File: src/rtl/rtc_i2c_poll_sequencer_macros.svh
// ----------------------------------------------------------------------------
// rtc_i2c_poll_sequencer_macros
// Assertion macros used by the poll sequencer top level.
// ----------------------------------------------------------------------------
`ifndef RTC_I2C_POLL_SEQUENCER_MACROS_SVH
`define RTC_I2C_POLL_SEQUENCER_MACROS_SVH

// same-cycle implication, sampled on clk, off during reset
`define RPS_ASSERT_IMP(label, ante, cons, msg) \
    label: assert property (@(posedge clk) disable iff (!rst_n) (ante) |-> (cons)) \
        else $error(msg);

// next-cycle implication, sampled on clk, off during reset
`define RPS_ASSERT_NEXT(label, ante, cons, msg) \
    label: assert property (@(posedge clk) disable iff (!rst_n) (ante) |=> (cons)) \
        else $error(msg);

`endif

File: src/rtl/rps_pkg.sv
// ----------------------------------------------------------------------------
// rps_pkg
// Types, bus command codes and image constants of the RTC poll sequencer.
// ----------------------------------------------------------------------------
package rps_pkg;

    localparam int REGISTER_COUNT_DEFAULT = 8;

    localparam logic [2:0] OP_NONE      = 3'd0;
    localparam logic [2:0] OP_START     = 3'd1;
    localparam logic [2:0] OP_SEND      = 3'd2;
    localparam logic [2:0] OP_READ_ACK  = 3'd3;
    localparam logic [2:0] OP_READ_NACK = 3'd4;
    localparam logic [2:0] OP_STOP      = 3'd5;

    localparam logic KIND_REQUEST = 1'b0;
    localparam logic KIND_DONE    = 1'b1;

    localparam logic [7:0] ADDR_WR    = 8'b1101_0000;
    localparam logic [7:0] ADDR_RD    = 8'b1101_0001;
    localparam logic [7:0] REG_INDEX0 = 8'h00;
    localparam logic [7:0] HALT_MASK  = 8'h80;
    localparam logic [7:0] CTRL_VALUE = 8'h10;
    localparam logic [7:0] CTRL_IDX   = 8'd7;
    localparam logic [7:0] MIN_IDX    = 8'd1;
    localparam logic [7:0] HOUR_IDX   = 8'd2;

    typedef struct packed {
        logic [2:0] op;
        logic [7:0] tx_const;
        logic       tx_mem;
        logic       taken;
        logic       changed;
        logic       rep_default;
        logic       fault;
        logic       two;
    } desc_t;

    typedef struct packed {
        logic [2:0] bus_op;
        logic [7:0] tx_byte;
        logic       request_taken;
        logic       time_changed;
        logic [7:0] hours_bcd;
        logic [7:0] minutes_bcd;
        logic       fault;
        logic       last;
    } res_t;

    typedef struct packed {
        logic       use_mem;
        logic [7:0] value;
    } src_t;

    function automatic logic [7:0] default_time(input logic [2:0] idx);
        logic [7:0] v;
        unique case (idx)
            3'd0:    v = 8'h00;
            3'd1:    v = 8'h39;
            3'd2:    v = 8'h13;
            3'd3:    v = 8'h03;
            3'd4:    v = 8'h28;
            3'd5:    v = 8'h10;
            default: v = 8'h13;
        endcase
        return v;
    endfunction

    function automatic src_t image_src(input logic [7:0] idx, input logic halt);
        src_t s;
        s.use_mem = 1'b0;
        s.value   = 8'h00;
        if (halt && (idx < CTRL_IDX))
        begin
            s.value = default_time(idx[2:0]);
        end
        else if (idx == CTRL_IDX)
        begin
            s.value = CTRL_VALUE;
        end
        else
        begin
            s.use_mem = 1'b1;
        end
        return s;
    endfunction

endpackage

File: src/rtl/rps_image_mem.sv
// ----------------------------------------------------------------------------
// rps_image_mem
// Register image store: one write port, two registered read ports, write
// data forwarded to a read of the same entry in the same cycle.
// ----------------------------------------------------------------------------
module rps_image_mem #(
    parameter int ADDR_W = 3
) (
    input  logic              clk,
    input  logic              wr_en,
    input  logic [ADDR_W-1:0] wr_addr,
    input  logic [7:0]        wr_data,
    input  logic              rd_en,
    input  logic [ADDR_W-1:0] rda_addr,
    input  logic [ADDR_W-1:0] rdb_addr,
    output logic [7:0]        rda_data,
    output logic [7:0]        rdb_data
);

    localparam int DEPTH = 1 << ADDR_W;

    logic [7:0] mem [0:DEPTH-1];

    always_ff @(posedge clk)
    begin
        if (wr_en)
        begin
            mem[wr_addr] <= wr_data;
        end
    end

    always_ff @(posedge clk)
    begin
        if (rd_en)
        begin
            rda_data <= (wr_en && (wr_addr == rda_addr)) ? wr_data : mem[rda_addr];
            rdb_data <= (wr_en && (wr_addr == rdb_addr)) ? wr_data : mem[rdb_addr];
        end
    end

endmodule

File: src/rtl/rps_seq_ctrl.sv
// ----------------------------------------------------------------------------
// rps_seq_ctrl
// Command sequencer: steps through the read and write bursts, drives the
// image store and hands a result descriptor to the output stage per beat.
// ----------------------------------------------------------------------------
module rps_seq_ctrl #(
    parameter int REGISTER_COUNT = rps_pkg::REGISTER_COUNT_DEFAULT,
    parameter int IDX_W          = 3
) (
    input  logic               clk,
    input  logic               rst_n,
    input  logic               fire,
    input  logic               kind,
    input  logic [7:0]         rx_byte,
    output rps_pkg::desc_t     desc,
    output logic               mem_wr_en,
    output logic [IDX_W-1:0]   mem_wr_addr,
    output logic [7:0]         mem_wr_data,
    output logic [IDX_W-1:0]   mem_rda_addr,
    output logic [IDX_W-1:0]   mem_rdb_addr
);

    localparam int CNT_W = $clog2(REGISTER_COUNT + 1);
    localparam logic [CNT_W:0] RC_X = (CNT_W + 1)'(REGISTER_COUNT);
    localparam logic HAS_CTRL = (REGISTER_COUNT > 7);

    localparam logic [4:0] ST_IDLE      = 5'd0;
    localparam logic [4:0] ST_R_START   = 5'd1;
    localparam logic [4:0] ST_R_ADDR    = 5'd2;
    localparam logic [4:0] ST_R_INDEX   = 5'd3;
    localparam logic [4:0] ST_R_RESTART = 5'd4;
    localparam logic [4:0] ST_R_RADDR   = 5'd5;
    localparam logic [4:0] ST_R_READ    = 5'd6;
    localparam logic [4:0] ST_W_START   = 5'd7;
    localparam logic [4:0] ST_W_ADDR    = 5'd8;
    localparam logic [4:0] ST_W_INDEX   = 5'd9;
    localparam logic [4:0] ST_W_DATA    = 5'd10;

    logic             busy_reg,     busy_next;
    logic [4:0]       step_reg,     step_next;
    logic [CNT_W-1:0] cnt_reg,      cnt_next;
    logic             halt_reg,     halt_next;
    logic             ctrl_bad_reg, ctrl_bad_next;

    logic [CNT_W-1:0] cnt_inc;
    logic [CNT_W:0]   cnt_inc2;
    logic [7:0]       cnt8;
    logic             halt_now;
    logic             ctrl_bad_now;
    logic             fix;
    rps_pkg::src_t    img_cnt;
    rps_pkg::src_t    img_zero;

    assign cnt_inc      = cnt_reg + CNT_W'(1);
    assign cnt_inc2     = {1'b0, cnt_inc} + (CNT_W + 1)'(1);
    assign cnt8         = 8'(cnt_reg);
    assign halt_now     = (cnt_reg == '0) ? ((rx_byte & rps_pkg::HALT_MASK) != 8'h00)
                                          : halt_reg;
    assign ctrl_bad_now = (cnt8 == rps_pkg::CTRL_IDX) ? (rx_byte != rps_pkg::CTRL_VALUE)
                                                      : ctrl_bad_reg;
    assign fix          = halt_now || (HAS_CTRL && ctrl_bad_now);
    assign img_cnt      = rps_pkg::image_src(cnt8, halt_reg);
    assign img_zero     = rps_pkg::image_src(8'd0, halt_reg);

    always_comb
    begin
        busy_next     = busy_reg;
        step_next     = step_reg;
        cnt_next      = cnt_reg;
        halt_next     = halt_reg;
        ctrl_bad_next = ctrl_bad_reg;
        desc          = '0;
        desc.op       = rps_pkg::OP_NONE;
        mem_wr_en     = 1'b0;
        mem_wr_addr   = cnt_reg[IDX_W-1:0];
        mem_wr_data   = rx_byte;
        mem_rda_addr  = IDX_W'(rps_pkg::MIN_IDX);
        mem_rdb_addr  = IDX_W'(rps_pkg::HOUR_IDX);

        if (!fire)
        begin
            desc.op = rps_pkg::OP_NONE;
        end
        else if (kind == rps_pkg::KIND_REQUEST)
        begin
            if (!busy_reg)
            begin
                busy_next  = 1'b1;
                step_next  = ST_R_START;
                cnt_next   = '0;
                desc.op    = rps_pkg::OP_START;
                desc.taken = 1'b1;
            end
        end
        else if (!busy_reg)
        begin
            desc.fault = 1'b1;
        end
        else
        begin
            unique case (step_reg)
                ST_R_START:
                begin
                    step_next     = ST_R_ADDR;
                    desc.op       = rps_pkg::OP_SEND;
                    desc.tx_const = rps_pkg::ADDR_WR;
                end
                ST_R_ADDR:
                begin
                    step_next     = ST_R_INDEX;
                    desc.op       = rps_pkg::OP_SEND;
                    desc.tx_const = rps_pkg::REG_INDEX0;
                end
                ST_R_INDEX:
                begin
                    step_next = ST_R_RESTART;
                    desc.op   = rps_pkg::OP_START;
                end
                ST_R_RESTART:
                begin
                    step_next     = ST_R_RADDR;
                    desc.op       = rps_pkg::OP_SEND;
                    desc.tx_const = rps_pkg::ADDR_RD;
                end
                ST_R_RADDR:
                begin
                    step_next = ST_R_READ;
                    cnt_next  = '0;
                    desc.op   = (REGISTER_COUNT > 1) ? rps_pkg::OP_READ_ACK
                                                     : rps_pkg::OP_READ_NACK;
                end
                ST_R_READ:
                begin
                    mem_wr_en     = 1'b1;
                    halt_next     = halt_now;
                    ctrl_bad_next = ctrl_bad_now;
                    if ({1'b0, cnt_inc} < RC_X)
                    begin
                        cnt_next = cnt_inc;
                        desc.op  = (cnt_inc2 < RC_X) ? rps_pkg::OP_READ_ACK
                                                     : rps_pkg::OP_READ_NACK;
                    end
                    else
                    begin
                        cnt_next         = '0;
                        desc.op          = rps_pkg::OP_STOP;
                        desc.changed     = 1'b1;
                        desc.rep_default = halt_now;
                        if (fix)
                        begin
                            desc.two  = 1'b1;
                            step_next = ST_W_START;
                        end
                        else
                        begin
                            busy_next = 1'b0;
                            step_next = ST_IDLE;
                        end
                    end
                end
                ST_W_START:
                begin
                    step_next     = ST_W_ADDR;
                    desc.op       = rps_pkg::OP_SEND;
                    desc.tx_const = rps_pkg::ADDR_WR;
                end
                ST_W_ADDR:
                begin
                    step_next     = ST_W_INDEX;
                    desc.op       = rps_pkg::OP_SEND;
                    desc.tx_const = rps_pkg::REG_INDEX0;
                end
                ST_W_INDEX:
                begin
                    step_next     = ST_W_DATA;
                    cnt_next      = CNT_W'(1);
                    desc.op       = rps_pkg::OP_SEND;
                    desc.tx_const = img_zero.value;
                    desc.tx_mem   = img_zero.use_mem;
                    mem_rda_addr  = '0;
                end
                ST_W_DATA:
                begin
                    if ({1'b0, cnt_reg} < RC_X)
                    begin
                        cnt_next      = cnt_inc;
                        desc.op       = rps_pkg::OP_SEND;
                        desc.tx_const = img_cnt.value;
                        desc.tx_mem   = img_cnt.use_mem;
                        mem_rda_addr  = cnt_reg[IDX_W-1:0];
                    end
                    else
                    begin
                        busy_next = 1'b0;
                        step_next = ST_IDLE;
                        cnt_next  = '0;
                        desc.op   = rps_pkg::OP_STOP;
                    end
                end
                default:
                begin
                    desc.op = rps_pkg::OP_NONE;
                end
            endcase
        end
    end

    always_ff @(posedge clk or negedge rst_n)
    begin
        if (!rst_n)
        begin
            busy_reg     <= 1'b0;
            step_reg     <= ST_IDLE;
            cnt_reg      <= '0;
            halt_reg     <= 1'b0;
            ctrl_bad_reg <= 1'b0;
        end
        else
        begin
            busy_reg     <= busy_next;
            step_reg     <= step_next;
            cnt_reg      <= cnt_next;
            halt_reg     <= halt_next;
            ctrl_bad_reg <= ctrl_bad_next;
        end
    end

endmodule

File: src/rtl/rps_out_stage.sv
// ----------------------------------------------------------------------------
// rps_out_stage
// Output stage: holds one descriptor, merges image read data and issues up
// to two result beats through a registered master port.
// ----------------------------------------------------------------------------
module rps_out_stage (
    input  logic           clk,
    input  logic           rst_n,
    input  logic           load,
    input  rps_pkg::desc_t desc_in,
    input  logic [7:0]     rda_data,
    input  logic [7:0]     rdb_data,
    output logic           in_ready,
    output logic           out_valid,
    input  logic           out_ready,
    output rps_pkg::res_t  out_res
);

    rps_pkg::desc_t desc_reg,       desc_next;
    logic           desc_valid_reg, desc_valid_next;
    logic           phase_reg,      phase_next;
    logic           out_valid_reg,  out_valid_next;
    rps_pkg::res_t  res_reg,        res_next;

    logic           out_free;
    logic           emit;
    logic           desc_done;
    rps_pkg::res_t  first_res;
    rps_pkg::res_t  second_res;

    assign out_free  = !out_valid_reg || out_ready;
    assign emit      = desc_valid_reg && out_free;
    assign desc_done = emit && (!desc_reg.two || phase_reg);
    assign in_ready  = !desc_valid_reg || desc_done;

    always_comb
    begin
        first_res               = '0;
        first_res.bus_op        = desc_reg.op;
        first_res.tx_byte       = desc_reg.tx_mem ? rda_data : desc_reg.tx_const;
        first_res.request_taken = desc_reg.taken;
        first_res.time_changed  = desc_reg.changed;
        first_res.fault         = desc_reg.fault;
        first_res.last          = !desc_reg.two;
        if (desc_reg.changed)
        begin
            first_res.hours_bcd   = desc_reg.rep_default
                                    ? rps_pkg::default_time(rps_pkg::HOUR_IDX[2:0])
                                    : rdb_data;
            first_res.minutes_bcd = desc_reg.rep_default
                                    ? rps_pkg::default_time(rps_pkg::MIN_IDX[2:0])
                                    : rda_data;
        end

        second_res        = '0;
        second_res.bus_op = rps_pkg::OP_START;
        second_res.last   = 1'b1;
    end

    always_comb
    begin
        desc_next       = desc_reg;
        desc_valid_next = desc_valid_reg;
        phase_next      = phase_reg;
        out_valid_next  = out_valid_reg;
        res_next        = res_reg;

        if (out_ready)
        begin
            out_valid_next = 1'b0;
        end
        if (emit)
        begin
            out_valid_next = 1'b1;
            res_next       = phase_reg ? second_res : first_res;
            phase_next     = !phase_reg && desc_reg.two;
        end
        if (desc_done)
        begin
            desc_valid_next = 1'b0;
        end
        if (load)
        begin
            desc_next       = desc_in;
            desc_valid_next = 1'b1;
            phase_next      = 1'b0;
        end
    end

    always_ff @(posedge clk or negedge rst_n)
    begin
        if (!rst_n)
        begin
            desc_valid_reg <= 1'b0;
            phase_reg      <= 1'b0;
            out_valid_reg  <= 1'b0;
        end
        else
        begin
            desc_valid_reg <= desc_valid_next;
            phase_reg      <= phase_next;
            out_valid_reg  <= out_valid_next;
        end
    end

    always_ff @(posedge clk)
    begin
        desc_reg <= desc_next;
        res_reg  <= res_next;
    end

    assign out_valid = out_valid_reg;
    assign out_res   = res_reg;

endmodule

File: src/rtl/rtc_i2c_poll_sequencer.sv
// ----------------------------------------------------------------------------
// rtc_i2c_poll_sequencer
// Polls an I2C real-time clock through a byte-level bus engine.
// Slave beats: tuser 0 is a poll request, tuser 1 reports that the engine
// finished its last command, with the read byte in tdata.
// Master beats carry one bus command each, plus the refused-request, fault
// and time-changed reports; tlast marks the final beat for a slave beat.
// A slave beat yields one master beat, or two at the end of a read burst
// that needs a write-back; its descriptor is registered in the slot, then
// its beat in the output register. Throughput: one slave beat per cycle
// unless the master port stalls; a two-beat answer holds s_tready low until
// its second beat; the single descriptor slot sets this. The register
// image sits in a registered-read store, read the cycle a beat is taken
// and forwarded when written in the same cycle. Reset clears the sequencer
// to idle with no beat pending; the image store is not cleared. A stalled
// master port holds its beat, fills the slot and then drops slave tready.
// ----------------------------------------------------------------------------
`include "rtc_i2c_poll_sequencer_macros.svh"

module rtc_i2c_poll_sequencer #(
    parameter int REGISTER_COUNT = rps_pkg::REGISTER_COUNT_DEFAULT
) (
    input  logic        clk,
    input  logic        rst_n,
    input  logic        s_tvalid,
    output logic        s_tready,
    input  logic [7:0]  s_tdata,   // rx_byte[7:0]
    input  logic        s_tuser,   // kind
    output logic        m_tvalid,
    input  logic        m_tready,
    output logic [31:0] m_tdata,   // bus_op, tx_byte, request_taken, time_changed,
                                   // hours_bcd, minutes_bcd, fault, zero pad
    output logic        m_tlast
);

    localparam int IDX_W = (REGISTER_COUNT > 1) ? $clog2(REGISTER_COUNT) : 1;

    logic             fire;
    rps_pkg::desc_t   desc;
    logic             mem_wr_en;
    logic [IDX_W-1:0] mem_wr_addr;
    logic [7:0]       mem_wr_data;
    logic [IDX_W-1:0] mem_rda_addr;
    logic [IDX_W-1:0] mem_rdb_addr;
    logic [7:0]       rda_data;
    logic [7:0]       rdb_data;
    rps_pkg::res_t    m_res;

    assign fire = s_tvalid && s_tready;

    rps_seq_ctrl #(
        .REGISTER_COUNT (REGISTER_COUNT),
        .IDX_W          (IDX_W)
    ) u_ctrl (
        .clk          (clk),
        .rst_n        (rst_n),
        .fire         (fire),
        .kind         (s_tuser),
        .rx_byte      (s_tdata),
        .desc         (desc),
        .mem_wr_en    (mem_wr_en),
        .mem_wr_addr  (mem_wr_addr),
        .mem_wr_data  (mem_wr_data),
        .mem_rda_addr (mem_rda_addr),
        .mem_rdb_addr (mem_rdb_addr)
    );

    rps_image_mem #(
        .ADDR_W (IDX_W)
    ) u_mem (
        .clk      (clk),
        .wr_en    (mem_wr_en),
        .wr_addr  (mem_wr_addr),
        .wr_data  (mem_wr_data),
        .rd_en    (fire),
        .rda_addr (mem_rda_addr),
        .rdb_addr (mem_rdb_addr),
        .rda_data (rda_data),
        .rdb_data (rdb_data)
    );

    rps_out_stage u_out (
        .clk       (clk),
        .rst_n     (rst_n),
        .load      (fire),
        .desc_in   (desc),
        .rda_data  (rda_data),
        .rdb_data  (rdb_data),
        .in_ready  (s_tready),
        .out_valid (m_tvalid),
        .out_ready (m_tready),
        .out_res   (m_res)
    );

    assign m_tdata = {2'b00, m_res.fault, m_res.minutes_bcd, m_res.hours_bcd,
                      m_res.time_changed, m_res.request_taken, m_res.tx_byte,
                      m_res.bus_op};
    assign m_tlast = m_res.last;

    `RPS_ASSERT_IMP(a_changed_on_stop, m_tvalid && m_res.time_changed, m_res.bus_op == rps_pkg::OP_STOP, "time change reported off a stop beat")
    `RPS_ASSERT_IMP(a_fault_alone, m_tvalid && m_res.fault, m_tlast && (m_res.bus_op == rps_pkg::OP_NONE), "fault beat carries a command")
    `RPS_ASSERT_IMP(a_taken_is_start, m_tvalid && m_res.request_taken, m_tlast && (m_res.bus_op == rps_pkg::OP_START), "taken request without a single start beat")
    `RPS_ASSERT_NEXT(a_accept_fills_output, fire && !m_tvalid, ##1 m_tvalid, "accepted beat not presented within two cycles")

endmodule
File: config.mk
export PLATFORM = sky130hd
export DESIGN_NAME = rtc_i2c_poll_sequencer
export DESIGN_NICKNAME = d
export VERILOG_FILES = /design/src/rtl/rps_pkg.sv /design/src/rtl/rps_image_mem.sv /design/src/rtl/rps_seq_ctrl.sv /design/src/rtl/rps_out_stage.sv /design/src/rtl/rtc_i2c_poll_sequencer.sv
export VERILOG_INCLUDE_DIRS = /design/src /design/src/rtl
export SDC_FILE = /design/constraint.sdc
export NUM_CORES = 1
export LEC_CHECK = 0
export BUFFER_PORTS_ARGS = -buffer_cell sky130_fd_sc_hd__buf_4
export CAP_MARGIN = 20
export CORE_ASPECT_RATIO = 2
export CORE_UTILIZATION = 34
export DETAILED_ROUTE_END_ITERATION = 10
export PLACE_DENSITY = 0.51
export SYNTH_ARGS = -nofsm -noshare
export SYNTH_HDL_FRONTEND = slang
export SYNTH_HIERARCHICAL = 1
export SYNTH_SLANG_ARGS = --single-unit
File: constraint.sdc
create_clock -name clk -period 5 [get_ports clk]
set_input_delay 0.5 -clock clk [delete_from_list [all_inputs] [get_ports clk]]
set_output_delay 0.5 -clock clk [all_outputs]
set_load 0.01 [all_outputs]
# Word-level counts from Yosys, hierarchy flattened
# Memories as Yosys holds them, arrays and structs flattened. A register that Yosys moved wholly into a read port is not among the register bits.
# Index checks and enable logic that the tools add are counted.
# classes
add_sub_neg	2
n_lt_le_gt_ge	4
eq_ne	22
n_mux	59
bitwise_logic	4
reduce_logical	28
# op_table
operator	count
5-bit case mux with 10 select lines	1
5-bit two-way mux	7
6-bit case mux with 5 select lines	1
3-bit two-way mux	9
1-bit two-way mux	24
8-bit case mux with 3 select lines	1
5-bit by 3-bit == test with 1-bit output, second input constant	4
4-bit two-way mux	5
4-bit case mux with 4 select lines	1
5-bit by 4-bit == test with 1-bit output, second input constant	3
3-bit case mux with 5 select lines	1
12-bit two-way mux	1
6-bit two-way mux	2
11-bit != test, second input constant	1
5-bit by 2-bit == test with 1-bit output, second input constant	2
9-bit two-way mux	1
4-bit < comparator, second input constant	2
8-bit two-way mux	1
8-bit by 5-bit != test with 1-bit output, second input constant	1
4-bit AND reduction	2
3-bit == test, second input constant	2
3-bit != test, second input constant	2
3-bit case mux with 2 select lines	1
6-bit AND reduction	1
26 further kinds	43
# totals
ff_bits	63
ramBits	64
mem_count	1
# memory_table
memory	words	word_bits	rd	rd_ports_with_merged_regs	write_ports	line_no	source
u_mem.mem	8	8	2	2	1	rps_image_mem.sv:22	logic [7:0] mem [0:DEPTH-1];

# Logic depth before layout (Yosys ltp)
# logic_depth
word_depth	9
mapped_depth	11
mapped_depth_nobuf	8

# Hierarchy
# The synthesis kept the hierarchy.
# modules_own_cells
module	n_inst	cells_each	area_each_um2
rps_image_mem	1	177	3788.6
rps_out_stage	1	114	1895.6
rps_seq_ctrl	1	181	1408.9
rtc_i2c_poll_sequencer	1	4	25.0

# Worst setup path before layout
# No wires, ideal clock.
# synth_timing
path_kind	register -> register
from	register u_out.phase_reg
to	register u_mem.rda_data[0] (read register of u_mem.mem), data pin
setup_time_ns	0.260
arrival_time_ns	3.932
setup_slack_ns	0.809
path_stages_with_launch	11
synth_period_minus_slack_ns	4.191
cell_sequence	dfrtp_1 > and2b_1 > o21ai_2 > and2_1 > nand3_1 > nor4_1 > clkbuf_1 > clkbuf_1 > mux4_2 > mux2_2 > mux2_2
# synth_via
elab_chain_cells	5
# synth_lines
element	line_no	source
start: declaration	rps_out_stage.sv:21	logic phase_reg, phase_next;
start signal: assignment	rps_out_stage.sv:101	phase_reg <= phase_next;
1-bit logical OR	rps_out_stage.sv:33	assign desc_done = emit && (!desc_reg.two || phase_reg);
1-bit logical AND	rps_out_stage.sv:33	
1-bit logical OR	rps_out_stage.sv:34	assign in_ready = !desc_valid_reg || desc_done;
named net s_tready	rtc_i2c_poll_sequencer.sv:26	output logic s_tready,
1-bit logical AND	rtc_i2c_poll_sequencer.sv:49	assign fire = s_tvalid && s_tready;
named net fire	rtc_i2c_poll_sequencer.sv:38	logic fire;
3-bit two-way mux	rps_seq_ctrl.sv:80	if (!fire)
named net mem_rda_addr[1]	rtc_i2c_poll_sequencer.sv:43	logic [IDX_W-1:0] mem_rda_addr;
end: declaration	rps_image_mem.sv:16	output logic [7:0] rda_data,
# The timed path passes the listed nets, and every way through them passes these cells.
# A chain may end at the register's enable or synchronous reset.

# Worst setup path in the final report
# layout_timing
from	register u_out.phase_reg
to	register u_mem.rda_data[6] (read register of u_mem.mem), data pin
# layout_via
elab_chain_cells	5
# layout_lines
element	line_no
1-bit logical OR	rps_out_stage.sv:33
1-bit logical AND	rps_out_stage.sv:33
1-bit logical OR	rps_out_stage.sv:34
1-bit logical AND	rtc_i2c_poll_sequencer.sv:49
named net fire	rtc_i2c_poll_sequencer.sv:38
3-bit two-way mux	rps_seq_ctrl.sv:80
named net mem_rda_addr[1]	rtc_i2c_poll_sequencer.sv:43
# The timed path passes the listed nets, and every way through them passes these cells.

==> impl.org <==
** Cells and area
- Antenna diode count :: 0
- Number of fill cells :: 1894
- The register with the most flip-flops in the layout has 64 of them.
- Syn-to-layout area delta :: 14.41%
- Multi-input combinational cell area :: 2554 um2
- Sequential cell area in the final layout :: 4194 um2
- Fraction of final layout cells with drive strength greater than 1 :: 0.2824
- The final layout contains 523 nets.

** Clocking
- Num CTS Buffers :: 17
- Counting every sink on the clock net gives 142.
- The tree is rooted in a sky130_fd_sc_hd__clkbuf_16.
- Maximum buffer depth of the clock tree :: 2
- Post-CTS resize count :: 0
- The clock tree synthesis step divided the H-tree into 4 levels.
- Clock transition at the registers of the reported paths :: 0.06 ns
- Worst-skew pair later-pin latency :: 0.42 ns
- CTS tree :: yes

** STA
- Final Hold Vio Count :: 0
- Fin Setup TNS :: 0 ns
- Headroom to the max-slew limit came out at 0.3087.
- For the pin with the worst max-slew slack, the measured transition is 1.033 ns.
- In the finished design, the share of the clock period the worst path needs comes to 0.7605.
- Setup violations remaining at the end of the flow were counted as 0.
- Clock period minus worst slack :: 3.803 ns
- Timing would allow up to 263.0 MHz.
- Setup repair after global routing missed its margin :: no
- Number of pins exceeding their max-slew limit in the final report :: 0
- Clock skew on the completed layout was measured at 0.008528 ns.

** Global route
- The initial antenna violation count is 0.
- Entering global routing, the biggest net connects 32 pins.
- The first global-routing pass estimated 24290 um of wire.
- GR Util All Layers :: 0.1558
- The number of global-route vias before repair came to 4357.
- Global routing finished with a remaining overflow of 0.

** Power
- Clock network power share :: 0.334
- Cell internal power was estimated by the tool at 0.002758 W.
- IR analysis of the VDD net gives a maximum drop of 281.7 uV.
- Power share of the sequential group :: 0.445
- Sum of internal, switching and leakage power :: 0.003909 W
- Power Density :: 479.9 nW/um2
- Of the total power, the share spent switching nets is 0.2945.
- Switching Power :: 0.001151 W
- Static leakage power :: 2.901 nW
- Of the total power, combinational logic draws 0.221.

** Die
- Pin placement for this block handled 48 I/O pins.
- Total Die Area :: 21550 um2
- For this configuration, the core starts out at a cell density of 0.3479.
- DIE WIDTH :: 104.3 um
- Area of the core region :: 20460 um2
- Std cell rows :: 74
- From bottom edge to top edge, the die measures 206.6 um.

** Status
- Run status :: complete, no violations

** Synth
- Proportion of synthesized flip-flops having asynchronous set or reset :: 0.09859
- Predominant post-synthesis flop cell :: sky130_fd_sc_hd__edfxtp_1
- Netlist area before placement :: 7118 um2
- The share of synthesized area in the top cell type comes to 0.5400.
- Portion of the post-synthesis area used by sequential elements :: 0.5892
- Synthesized instance count :: 476
- The Yosys step of the flow raised 6 warnings.
- Mean post-synth cell area :: 14.95 um2
- The commonest cells after synthesis are sky130_fd_sc_hd__edfxtp_1, sky130_fd_sc_hd__nor2_1, sky130_fd_sc_hd__mux2_2.
- In the post-synthesis netlist, the cell with the most instances is sky130_fd_sc_hd__edfxtp_1.
- Yosys mapped the design onto 64 distinct sky130hd cell types.
- Number of synthesized flops with an enable pin :: 128
- Seq cells post-synth :: 142
- Area contributors post-synth :: sky130_fd_sc_hd__edfxtp_1, sky130_fd_sc_hd__mux4_1, sky130_fd_sc_hd__dfrtp_1
- The biggest area contributor in the post-synthesis netlist is sky130_fd_sc_hd__edfxtp_1.

** Worst setup path
- Setup crit end kind :: flop
- Traced cell by cell, the critical path runs through and2b_1, o21ai_2, and2_1, nand3_1, nor4_2, buf_4, xnor2_1, nand4_1, mux2_4.
- Bufs and invs on worst path :: 1
- Family with the most delay on the worst path :: simple AND/OR/NAND/NOR gates
- The worst setup path is launched from a flop.
- Slowest cell on the critical path :: sky130_fd_sc_hd__dfrtp_1
- In this run the worst path has a maximum fanout of 17.
- Data on the critical path is required at its endpoint by 5.18 ns.
- In this run the register-to-register setup slack is 1.20 ns.
- At the worst endpoint, the arrival time is 3.98 ns.
- The worst setup path is of the flop to flop kind.
- Slowest Stage Delay on Critical Path :: 0.58 ns

** Job
- Across the run, the number of max-cap violations was 0.

** Min path
- Class of the tightest hold or removal check :: primary input to flop

** Drt
- The detail route stage leaves a number of antenna-violating nets equal to 0.
- Length of the first detailed-routing pass in iterations :: 4
- First-iteration detailed-routing DRC count :: 187
- Drt via density :: 5.213
- The routed design has 15990 um of wire.
- Routed via count :: 4082
- Final routed wire length divided by cell count :: 20.42 um
- DRC violation count after routing :: 0

** Placement
- Routability-driven placement finished with a final weighted congestion of 0.8490.
- Detailed placement ended at an HPWL of 11080 um.
- The count of buffers added on input and output ports is 45.
## path summary, 6_finish.rpt
check,depth (start not counted),from,end
max,9,u_out/phase_reg,u_mem/rda_data[6]
min,1,s_tdata[0],u_mem/mem[3][0]
max reg2reg,9,u_out/phase_reg,u_mem/rda_data[6]
min reg2reg,1,u_mem/rdb_data[2],u_out/out_res[12]
max in group asynchronous,2,rst_n,u_ctrl/cnt_reg[0]
min in group asynchronous,2,rst_n,u_ctrl/busy_reg
## placed cells by master, fill, tap and decap left out, drive strengths merged, types with 2 or more instances in the layout
cell type / synthesis / routed
mux2i: 9 / 9
ha: 5 / 5
and2: 13 / 13
conb: 3 / 6
o21a: 3 / 3
nand2: 14 / 14
nor2b: 4 / 4
a22oi: 2 / 2
and2b: 5 / 5
o21ai: 13 / 13
bufinv: 0 / 4
nand4: 5 / 5
nor3: 9 / 9
mux2: 33 / 33
xnor2: 7 / 7
buf: 41 / 52
a211oi: 3 / 3
a32oi: 3 / 3
dfrtp: 14 / 14
xor2: 2 / 2
nor3b: 4 / 4
inv: 16 / 16
clkinv: 0 / 5
a31oi: 4 / 4
clkinvlp: 0 / 3
nor2: 44 / 44
a211o: 3 / 3
edfxtp: 128 / 128
a21oi: 8 / 8
and3b: 2 / 2
nand2b: 11 / 11
and3: 2 / 2
mux4: 32 / 32
nand3: 7 / 7
clkbuf: 5 / 19
o211ai: 2 / 2
nor4: 4 / 4
## power by group through the flow
stage               combinational (W)  clock (W)  sequential [W]
finish                       0.000865    0.00131         0.00174
floorplan                    0.000652          0         0.00169
global route                 0.000944    0.00137         0.00177
detailed placement           0.000874          0         0.00177
global placement             0.000863          0         0.00176
CTS                          0.000876    0.00133         0.00174
## area by class of cell
type                       count  area share
sequential                   142      0.5150
multi-input combinational    275      0.3136
clock buffer                  19     0.05316
timing repair buffer          53     0.04916
tap                          266     0.04087
clock inverter                12     0.02089
inverter                      16    0.007374
## worst reg2reg max path: cells and delay by family, from the launching register on
family,cells,cell delay (ns)
simple gates,5,1.88
compound gates,1,0.16
mux,1,0.48
xor+xnor,1,0.16
buf+inv,1,0.32
flops,1,0.58
## per-stage QoR
| stage | hold WS [ns] | utilization | area [um2] | worst slack [ns] | cells |
|---|---|---|---|---|---|
| global placement | 0.3715 | 0.3680 | 7531 | 1.233 | 751 |
| CTS | 0.3336 | 0.3980 | 8144 | 1.130 | 783 |
| finish | 0.3468 | 0.3980 | 8144 | 1.197 | 783 |
| floorplan | 0.2044 | - | 7129 | 0.8086 | 479 |
| global route | 0.3432 | 0.3980 | 8144 | 0.7721 | 783 |
| detailed placement | 0.3743 | 0.3680 | 7531 | 1.133 | 751 |
## repair_timing
item,CTS,global route
hold buffers,1,0
buffers inserted,0,0
endpoints found under the hold margin,14,0
## kinds of logic (layout without fill, tap and decap cells)
| group | Yosys count | after routing | share of synthesized area |
|---|---|---|---|
| xor+xnor | 9 | 9 | 0.01107 |
| flops | 142 | 142 | 0.5892 |
| buf+inv | 62 | 100 | 0.05625 |
| compound gates | 52 | 52 | 0.05678 |
| simple gates | 129 | 129 | 0.09914 |
| mux | 74 | 74 | 0.1772 |
| other cells | 3 | 6 | 0.001582 |
| fa+ha+maj | 5 | 5 | 0.008789 |
## routing by layer
metal	up-vias	GRT usage	wire (um)
li1	1871	-	-
met1	2109	0.1490	5890
met2	79	0.3127	9318
met3	23	0.02826	341
met4	0	0.07602	439
met5	-	0	0
No activity file was read; power rests on OpenSTA's default activity.
